$ cat src/hdl/merge_insertion_sorter_unit_defines.svh
// Assertion macros for the merge insertion sorter.
`ifndef MERGE_INSERTION_SORTER_UNIT_DEFINES_SVH
`define MERGE_INSERTION_SORTER_UNIT_DEFINES_SVH

`ifndef SYNTHESIS

`define MIS_ASSERT_ALWAYS(label, clk, rst_n, expr) \
	label: assert property (@(posedge clk) disable iff (!(rst_n)) (expr)) \
		else $error("assertion failed");

`define MIS_ASSERT_IMPLIES(label, clk, rst_n, ante, cons) \
	label: assert property (@(posedge clk) disable iff (!(rst_n)) (ante) |-> (cons)) \
		else $error("assertion failed");

`define MIS_ASSERT_NEXT(label, clk, rst_n, ante, cons) \
	label: assert property (@(posedge clk) disable iff (!(rst_n)) (ante) |=> (cons)) \
		else $error("assertion failed");

`else

`define MIS_ASSERT_ALWAYS(label, clk, rst_n, expr)
`define MIS_ASSERT_IMPLIES(label, clk, rst_n, ante, cons)
`define MIS_ASSERT_NEXT(label, clk, rst_n, ante, cons)

`endif

`endif

$ cat src/hdl/mis_pkg.sv
package mis_pkg;

	localparam int VALUE_W = 31;

	typedef struct packed {
		logic [VALUE_W-1:0] value;
		logic               last_item;
	} item_t;

	typedef struct packed {
		logic [VALUE_W-1:0] sorted_value;
		logic               last_result;
		logic               overflow;
	} res_t;

	typedef struct packed {
		logic load;
		res_t data;
	} res_load_t;

endpackage

$ cat src/hdl/mis_out_stage.sv
module mis_out_stage (
	input  logic              clk,
	input  logic              arst_n,
	input  mis_pkg::res_load_t ld,
	output logic              rdy,
	output logic              result_valid,
	input  logic              result_stall,
	output mis_pkg::res_t     result
);

	logic          valid_q;
	mis_pkg::res_t data_q;

	assign rdy          = !valid_q || !result_stall;
	assign result_valid = valid_q;
	assign result       = data_q;

	always_ff @(posedge clk or negedge arst_n) begin
		if (!arst_n) begin
			valid_q <= 1'b0;
		end else if (ld.load) begin
			valid_q <= 1'b1;
		end else if (!result_stall) begin
			valid_q <= 1'b0;
		end
	end

	always_ff @(posedge clk) begin
		if (ld.load) begin
			data_q <= ld.data;
		end
	end

endmodule

$ cat src/hdl/merge_insertion_sorter_unit.sv
// An item is stored at once into an empty set, or dropped when the store is full; otherwise
// the backward scan (read, compare) shifts each larger entry up, then writes the item in the gap
// (a place step if it lands at the front). An item flagged last then emits the set, each
// result by a memory read and an output load; item_stall holds new items until all is done.
// Reset clears the element count, the drop flag and the output valid; store contents persist.
`include "merge_insertion_sorter_unit_defines.svh"

module merge_insertion_sorter_unit #(
	parameter int CAPACITY   = 64,
	parameter int VALUE_BITS = 31
) (
	input  logic           clk,
	input  logic           arst_n,
	input  logic           item_valid,
	output logic           item_stall,
	input  mis_pkg::item_t item,
	output logic           result_valid,
	input  logic           result_stall,
	output mis_pkg::res_t  result
);

	localparam int AW = $clog2(CAPACITY);
	localparam int CW = $clog2(CAPACITY + 1);
	localparam logic [CW-1:0] FULL = CW'(CAPACITY);

	localparam logic [2:0] ST_IDLE  = 3'd0;
	localparam logic [2:0] ST_READ  = 3'd1;
	localparam logic [2:0] ST_CMP   = 3'd2;
	localparam logic [2:0] ST_PLACE = 3'd3;
	localparam logic [2:0] ST_EM_RD = 3'd4;
	localparam logic [2:0] ST_EM_LD = 3'd5;

	logic [2:0]            state_q;
	logic [CW-1:0]         count_q;
	logic                  dropped_q;
	logic [AW-1:0]         i_q;
	logic [AW-1:0]         k_q;
	logic [VALUE_BITS-1:0] v_q;
	logic                  last_q;
	logic [VALUE_BITS-1:0] rdata_q;
	logic [VALUE_BITS-1:0] mem [CAPACITY];

	logic                  accept;
	logic [63:0]           in_ext;
	logic [63:0]           r_ext;
	logic [VALUE_BITS-1:0] v_in;
	logic                  gt;
	logic                  is_last;
	logic                  out_rdy;
	logic [2:0]            done_state;
	logic                  we;
	logic [AW-1:0]         waddr;
	logic [AW-1:0]         raddr;
	logic [VALUE_BITS-1:0] wdata;
	mis_pkg::res_load_t    ld;

	assign item_stall = (state_q != ST_IDLE);
	assign accept     = item_valid && (state_q == ST_IDLE);
	assign in_ext     = 64'(item.value);
	assign v_in       = in_ext[VALUE_BITS-1:0];
	assign r_ext      = 64'(rdata_q);
	assign gt         = (rdata_q > v_q);
	assign is_last    = ((CW'(k_q) + CW'(1)) == count_q);
	assign done_state = last_q ? ST_EM_RD : ST_IDLE;

	always_comb begin
		we    = 1'b0;
		waddr = i_q;
		wdata = v_q;
		raddr = k_q;
		case (state_q)
			ST_IDLE: begin
				if (accept && (count_q == '0)) begin
					we    = 1'b1;
					waddr = '0;
					wdata = v_in;
				end
			end
			ST_READ: begin
				raddr = i_q - AW'(1);
			end
			ST_CMP: begin
				we    = 1'b1;
				wdata = gt ? rdata_q : v_q;
			end
			ST_PLACE: begin
				we    = 1'b1;
				waddr = '0;
			end
			default: begin
			end
		endcase
	end

	always_ff @(posedge clk) begin
		if (we) begin
			mem[waddr] <= wdata;
		end
		rdata_q <= mem[raddr];
	end

	always_ff @(posedge clk or negedge arst_n) begin
		if (!arst_n) begin
			state_q   <= ST_IDLE;
			count_q   <= '0;
			dropped_q <= 1'b0;
			i_q       <= '0;
			k_q       <= '0;
			last_q    <= 1'b0;
		end else begin
			case (state_q)
				ST_IDLE: begin
					if (accept) begin
						last_q <= item.last_item;
						if (count_q == FULL) begin
							dropped_q <= 1'b1;
							if (item.last_item) begin
								state_q <= ST_EM_RD;
							end
						end else if (count_q == '0) begin
							count_q <= CW'(1);
							if (item.last_item) begin
								state_q <= ST_EM_RD;
							end
						end else begin
							i_q     <= count_q[AW-1:0];
							state_q <= ST_READ;
						end
					end
				end
				ST_READ: begin
					state_q <= ST_CMP;
				end
				ST_CMP: begin
					if (gt) begin
						i_q     <= i_q - AW'(1);
						state_q <= (i_q == AW'(1)) ? ST_PLACE : ST_READ;
					end else begin
						count_q <= count_q + CW'(1);
						state_q <= done_state;
					end
				end
				ST_PLACE: begin
					count_q <= count_q + CW'(1);
					state_q <= done_state;
				end
				ST_EM_RD: begin
					state_q <= ST_EM_LD;
				end
				ST_EM_LD: begin
					if (out_rdy) begin
						if (is_last) begin
							count_q   <= '0;
							dropped_q <= 1'b0;
							k_q       <= '0;
							state_q   <= ST_IDLE;
						end else begin
							k_q     <= k_q + AW'(1);
							state_q <= ST_EM_RD;
						end
					end
				end
				default: begin
					state_q <= ST_IDLE;
				end
			endcase
		end
	end

	always_ff @(posedge clk) begin
		if (accept) begin
			v_q <= v_in;
		end
	end

	always_comb begin
		ld.load              = (state_q == ST_EM_LD) && out_rdy;
		ld.data.sorted_value = r_ext[mis_pkg::VALUE_W-1:0];
		ld.data.last_result  = is_last;
		ld.data.overflow     = dropped_q;
	end

	mis_out_stage u_out (
		.clk          (clk),
		.arst_n       (arst_n),
		.ld           (ld),
		.rdy          (out_rdy),
		.result_valid (result_valid),
		.result_stall (result_stall),
		.result       (result)
	);

	`MIS_ASSERT_ALWAYS(a_count_bound, clk, arst_n, count_q <= FULL)
	`MIS_ASSERT_IMPLIES(a_cmp_index, clk, arst_n, state_q == ST_CMP, i_q != '0)
	`MIS_ASSERT_NEXT(a_drop_flag, clk, arst_n, accept && (count_q == FULL), dropped_q)
	`MIS_ASSERT_IMPLIES(a_emit_nonempty, clk, arst_n, state_q == ST_EM_LD, count_q != '0)

endmodule
$ cat config.mk
export PLATFORM = sky130hd
export DESIGN_NAME = merge_insertion_sorter_unit
export DESIGN_NICKNAME = d
export VERILOG_FILES = /design/src/hdl/mis_pkg.sv /design/src/hdl/mis_out_stage.sv /design/src/hdl/merge_insertion_sorter_unit.sv
export VERILOG_INCLUDE_DIRS = /design/src /design/src/hdl
export SDC_FILE = /design/constraint.sdc
export NUM_CORES = 2
export LEC_CHECK = 0
export BUFFER_PORTS_ARGS = -buffer_cell sky130_fd_sc_hd__buf_2
export CORE_ASPECT_RATIO = 1.4
export CORE_MARGIN = 3
export CORE_UTILIZATION = 59
export CTS_CLUSTER_DIAMETER = 60
export CTS_CLUSTER_SIZE = 24
export DETAILED_ROUTE_END_ITERATION = 7
export GPL_TIMING_DRIVEN = 0
export HOLD_SLACK_MARGIN = 0.06
export PLACE_DENSITY = 0.75
export REMOVE_ABC_BUFFERS = 1
export SLEW_MARGIN = 20
export SYNTH_ARGS = -nofsm -noshare
export SYNTH_HDL_FRONTEND = slang
export SYNTH_HIERARCHICAL = 1
export SYNTH_SLANG_ARGS = --single-unit
$ cat constraint.sdc
create_clock -name clk -period 6.82 [get_ports clk]
set_input_delay 1.023 -clock clk [delete_from_list [all_inputs] [get_ports clk]]
set_output_delay 1.023 -clock clk [all_outputs]
set_load 0.01 [all_outputs]
; ---- Yosys cells after proc, flatten, opt, wreduce, memory -nomap -nowiden
; Memory sizes are Yosys's and may differ from the RTL's. A register that Yosys moved wholly into a read port is not among the register bits.
; Index checks and enable logic that the tools add are counted.
[word_totals]
ff_bits = 89
out_inout_bits = 35
ramBits = 1984
n_memories = 1
inputBits = 36
wordCells = 94
[mem_list]
columns = name, words, width, read_ports, rd_clocked_by_memory_dff, write_ports, line_no
row1 = mem, 64, 31, 1, 1, 1, merge_insertion_sorter_unit.sv:41  ; logic [VALUE_BITS-1:0] mem [CAPACITY];
[op_classes]
addsub = 4
eq_ne = 18
muxes = 40
order_cmp = 1
n_reduce_logical = 19
[op_table]
columns = operator, n
row1 = 2-to-1 mux 31 bit, 2
row2 = one-hot mux 31 bit (2 select lines), 1
row3 = 2-to-1 mux 6 bit, 7
row4 = 2-to-1 mux 7 bit, 6
row5 = > comparator 31 bit, 1
row6 = one-hot mux 7 bit (4 select lines), 1
row7 = 2-to-1 mux 3 bit, 8
row8 = one-hot mux 6 bit (2 select lines), 2
row9 = one-hot mux 3 bit (6 select lines), 1
row10 = "!= test 2 bit, second input constant", 7
row11 = AND reduction 5 bit, 2
row12 = 2-to-1 mux 1 bit, 9
row13 = "adder 6 x 1 -> 7 bit, second input constant", 1
row14 = "adder 7 x 1 -> 7 bit, second input constant", 1
row15 = equality test 7 bit, 1
row16 = "equality test 7 bit, second input constant", 1
row17 = logical NOT 7 bit, 1
row18 = AND reduction 7 bit, 1
row19 = "adder 6 x 1 -> 6 bit, second input constant", 1
row20 = "equality test 3 x 2 -> 1 bit, second input constant", 2
row21 = "equality test 3 bit, second input constant", 2
row22 = "equality test 6 x 1 -> 1 bit, second input constant", 1
row23 = "!= test 2 x 1 -> 1 bit, second input constant", 3
row24 = AND reduction 2 bit, 3
row25 = 12 further kinds, 17

; ---- Depth between registers and ports, before layout
[depth]
word_depth = 7
depth_mapped = 13
mapped_depth_nobuf = 9

; ---- Cells and area by module
; Netlist, hierarchy kept.
[by_module_without_submodules]
columns = mod, seq_area_each_um2, cells_each, instances, area_per_inst_um2
row1 = merge_insertion_sorter_unit, 61729.2, 5974, 1, 84005.6
row2 = mis_out_stage, 1016.0, 36, 1, 1027.2

; ---- Worst setup path before layout
; No wires, ideal clock.
[synth_path]
path_kind = reg-to-reg
start = reg count_q[0]
end = mem mem[10][0], enable pin
setup_ns = 0.419
arrival_ns = 3.857
required_ns = 6.401
slack_ns = 2.544
path_buffers = 1
stages_incl_launch_ff = 10
period_less_slack_ns = 4.276
cell_sequence = dfrtp_1 -> inv_1 -> ha_1 -> or4b_2 -> or2_1 -> nor3_4 -> nor2_1 -> or4b_1 -> clkbuf_1 -> nor2_1
[synth_between]
elab_chain_cells = 6
word_cells_on_any_way = 8
classes_between = mux (6) / reduce/logical (2)
[synth_rtl]
columns = element, line_no
row1 = start: declaration, merge_insertion_sorter_unit.sv:34  ; logic [CW-1:0] count_q;
row2 = start signal: assignment, merge_insertion_sorter_unit.sv:139  ; count_q <= count_q + CW'(1);
row3 = start signal: assignment, merge_insertion_sorter_unit.sv:144  ; count_q <= count_q + CW'(1);
row4 = logical NOT 7 bit (*), merge_insertion_sorter_unit.sv:73  ; if (accept && (count_q == '0)) begin
row5 = logical AND 1 bit (*), merge_insertion_sorter_unit.sv:73
row6 = 2-to-1 mux 1 bit, merge_insertion_sorter_unit.sv:73
row7 = one-hot mux 1 bit (2 select lines), merge_insertion_sorter_unit.sv:71  ; case (state_q)
row8 = 2-to-1 mux 1 bit, merge_insertion_sorter_unit.sv:96  ; if (we) begin
row9 = 2-to-1 mux 1 bit (not written as such), merge_insertion_sorter_unit.sv:97  ; mem[waddr] <= wdata;
row10 = end: declaration, merge_insertion_sorter_unit.sv:41
; Mark *: on every way between the ends. The rest lies on a longest branch, timed or not.

; ---- Final worst setup path
[layout_path]
start = reg state_q[0]
end = reg rdata_q[11], read port of mem
[layout_between]
elab_chain_cells = 2
[layout_rtl]
columns = element, line_no
row1 = start: declaration, merge_insertion_sorter_unit.sv:33  ; logic [2:0] state_q;
row2 = start signal: assignment, merge_insertion_sorter_unit.sv:137  ; state_q <= (i_q == AW'(1)) ? ST_PLACE : ST_READ;
row3 = start signal: assignment, merge_insertion_sorter_unit.sv:140  ; state_q <= done_state;
row4 = start signal: assignment, merge_insertion_sorter_unit.sv:145  ; state_q <= done_state;
row5 = equality test 3 x 1 -> 1 bit, merge_insertion_sorter_unit.sv:71
row6 = 2-to-1 mux 6 bit, merge_insertion_sorter_unit.sv:71
row7 = end: declaration, merge_insertion_sorter_unit.sv:40  ; logic [VALUE_BITS-1:0] rdata_q;
; No other way between the ends.
; A chain may end at the register's enable or synchronous reset.

==> results.toml <==
[routing]
route.vias.total = 55100
ant_nets = 0
detail_route.wirelength_um = 249000
first_pass_iters = 7
drt_drc_violations_left = 0
detail_route.iter0.violations = 8143
wl_per_cell_um = 31.0
avgViaCountPerCell = 6.85

[clocking]
clock_tree.buffer_depth = 3
postCtsSetupBuffers = 0
cts.hold.buffers_added = 0
clk_latency_ns = 0.78
cts_tree = "built"
cts.sinks = 2104
htree_num_levels = 3
clkSlewWorstSetupHoldPaths_ns = 0.11
cts_made_buffers = 105
post_cts_resize_count = 0
cts.root.buffer_cell = "clkbuf_16"

[synthesis]
yosys_warnings = 6
postSynthCellCount = 6010
synth.top_cell.area_share = 0.723
postSynthAreaPerCell_um2 = 14.1
number_of_flops_mapped_to_enable_cells_by_yosys = 2048
synth.ff_latch_count = 2104
yosys.cell_types.count = 74
synth.largest_area_cell = "edfxtp_1"
synth_top_cells_by_area = "edfxtp_1 (72%), mux2i_1 (5.5%), nand2_1 (5.3%)"
async_flop_share = 0.0119
synthesis.area_um2 = 85000
synthFlopType = "edfxtp_1"
synth.cells.most_frequent = "edfxtp_1 (2048), nand2_1 (1204), nand3_1 (697)"
synth.most_common_cell = "edfxtp_1"
synth-seq-area-share = 0.738

[power_and_ir_drop]
irDropWorstVdd_mv = 0.397
net-switching-power_mw = 17.1
power_per_cell_area_nw_per_um2 = 448
power.share.clock = 0.166
power.leakage_nw = 34.0
intPower_mw = 26.3
power.sequential.fraction = 0.383
p_sw_frac = 0.395
combPwrFrac = 0.451

[final_layout]
fin_nets = 6143
final_cell_area_um2 = 96900
drive_gt1_frac = 0.110
fill_cells = 8894
area.growth.synth_to_final_pct = 14.0

[timing]
period_share = 0.814
worst_slew_pin_slew_ns = 1.15
skew_ns = 0.0425
final.setup.worst_slack_ns = 1.27
worst_slew_slack_as_a_fraction_of_its_limit = 0.232
max_freq_mhz = 180
hold_slack_ns = 0.278
report.final.slew_viol_count = 0
setup_violations = 0
grt_setup_unrepaired = "false"
period_minus_slack_ns = 5.55
final_hold_viol_count = 0

[grt]
grt_pass1_vias = 54000
grt_antenna_before_repair = 8
grt_first_pass_wirelength_um = 359000
overall_overflow_remaining_after_global_route = 0
pin_count_of_the_biggest_net_entering_global_routing = 73
gr-usage-all-layers = 0.333

[critical_path]
path_class = "register to register"
critPathCaptureType = "register"
critical_path_arrival_ns = 6.20
required_time_at_the_endpoint_of_the_critical_path_ns = 7.46
maximum_fanout_along_the_worst_path = 45
critPathLaunchType = "register"

[die]
fp.dieArea_um2 = 149000
initial_utilization = 0.595
design.core.area_um2 = 143000
core.rowCount = 164
dieWidth_um = 327
num_io_pins = 71
chipHeight_um = 455

[placement]
dp_hpwl_um = 153000
placed_cell_area_um2 = 93600
placement.io_buffers = 70
globalplace.congestion = 0.870
dpl_worst_slack_ns = 1.51

[worst_hold_path]
worst_hold_path_type = "input port to async pin"

[flow_run]
max_cap_viol_count = 0

[run_status]
status = "completed"
## worst max-delay path, cell delays in order, from the launching register on
cell and delay, ns:
dfrtp_1 0.73, or3b_4 0.65, buf_16 0.27, a21oi_4 0.54, buf_16 0.24, buf_16 0.18
buf_16 0.18, buf_16 0.20, buf_16 0.20, buf_16 0.18, buf_16 0.16, buf_16 0.18
buf_16 0.17, buf_16 0.17, mux2i_1 0.23, mux2i_1 0.11, a211oi_2 0.23, o22ai_1 0.25
a2111o_1 0.37
## per-layer routing
| metal | vias to the layer above | part of all wire | track usage |
|---|---|---|---|
| met3 | 1083 | 0.12 | 0.0792 |
| met1 | 27100 | 0.33 | 0.411 |
| met4 | 6 | 0.080 | 0.219 |
| met5 | - | 0.00087 | 0 |
| li1 | 22700 | - | - |
| met2 | 4255 | 0.47 | 0.529 |
## path summary, 6_finish.rpt
check,end,slack [ns],start,cells after the start
worst min-delay path,i_q[4],0.28,arst_n,1
max in group asynchronous,k_q[0],6.03,arst_n,1
worst max-delay path,rdata_q[11],1.27,state_q[0],18
worst min register to register,u_out/result[10],0.49,rdata_q[8],0
worst max register to register,rdata_q[11],1.27,state_q[0],18
min in group clk,v_q[30],0.45,item[31],1
## cell usage in the layout, fill, tap and decap left out, types with 14 or more instances in the layout
cell          n
clkbuf_16   107
buf_16      179
edfxtp_1   2048
nor2_4       69
o211ai_1     33
a311oi_1     65
a2111o_1     30
a211oi_2     30
nor2_1       28
clkbuf_1     21
ha_1         36
buf_2        70
and2_1       32
nand2_1    1200
inv_1       134
o21ai_0      78
dfrtp_1      24
buf_12       83
a211oi_1    195
o2111ai_1    30
o221ai_1     30
mux2i_1     464
nor3_1       14
a221o_2      26
o22ai_1      32
dfxtp_1      31
a31oi_1      65
a21oi_1      80
nand3_1     696
## state kept, by name, indices dropped and copies added (netlist names)
signal and cells:
mem 1984, u_out/result 33, rdata_q 31, v_q 31
count_q 7, i_q 6, k_q 6, state_q 3
dropped_q 1, last_q 1, u_out/result_valid 1
## per-stage QoR
stage,setup TNS [ns],total power [mW],std cells,util
4_1_cts,0,42.8,8039,0.677
6_report,0,43.4,8046,0.678
5_1_grt,0,44.7,8040,0.677
3_5_place_dp,0,35.7,7873,0.655
3_3_place_gp,-6486.59,30.9,7583,0.601
2_1_floorplan,-1525.50,26.6,5604,-
## cell families after synthesis
logic type               count (synthesis)  synth area share
AND/OR/NAND/NOR                       2100             0.107
adder cells (fa/ha/maj)                 36           0.00530
AO/OA/AOI/OAI                          748            0.0662
multiplexers                           472            0.0558
flip-flops                            2104             0.738
XOR/XNOR                                 8          0.000824
buffers and inverters                  542            0.0272
## area by class of cell
class | instances | area (µm²) | area share
diodes | 7 | 17.5 | 0.000181
clock inverters | 36 | 452 | 0.00466
multi-input cells | 3364 | 20700 | 0.214
clock buffers | 130 | 2780 | 0.0287
repair buffers | 360 | 7270 | 0.0750
well taps | 1909 | 2390 | 0.0246
flip-flops and latches | 2104 | 62700 | 0.648
inverters | 136 | 512 | 0.00528
## power groups by stage
stage	clock network [mW]	logic, mW	registers (mW)
detailed placement	0	18.9	16.9
global placement	0	13.8	17.1
finish	7.21	19.6	16.6
global route	7.63	20.4	16.6
floorplan	0	9.78	16.8
CTS	7.20	19.1	16.6
No activity file was read; power rests on OpenSTA's default activity.
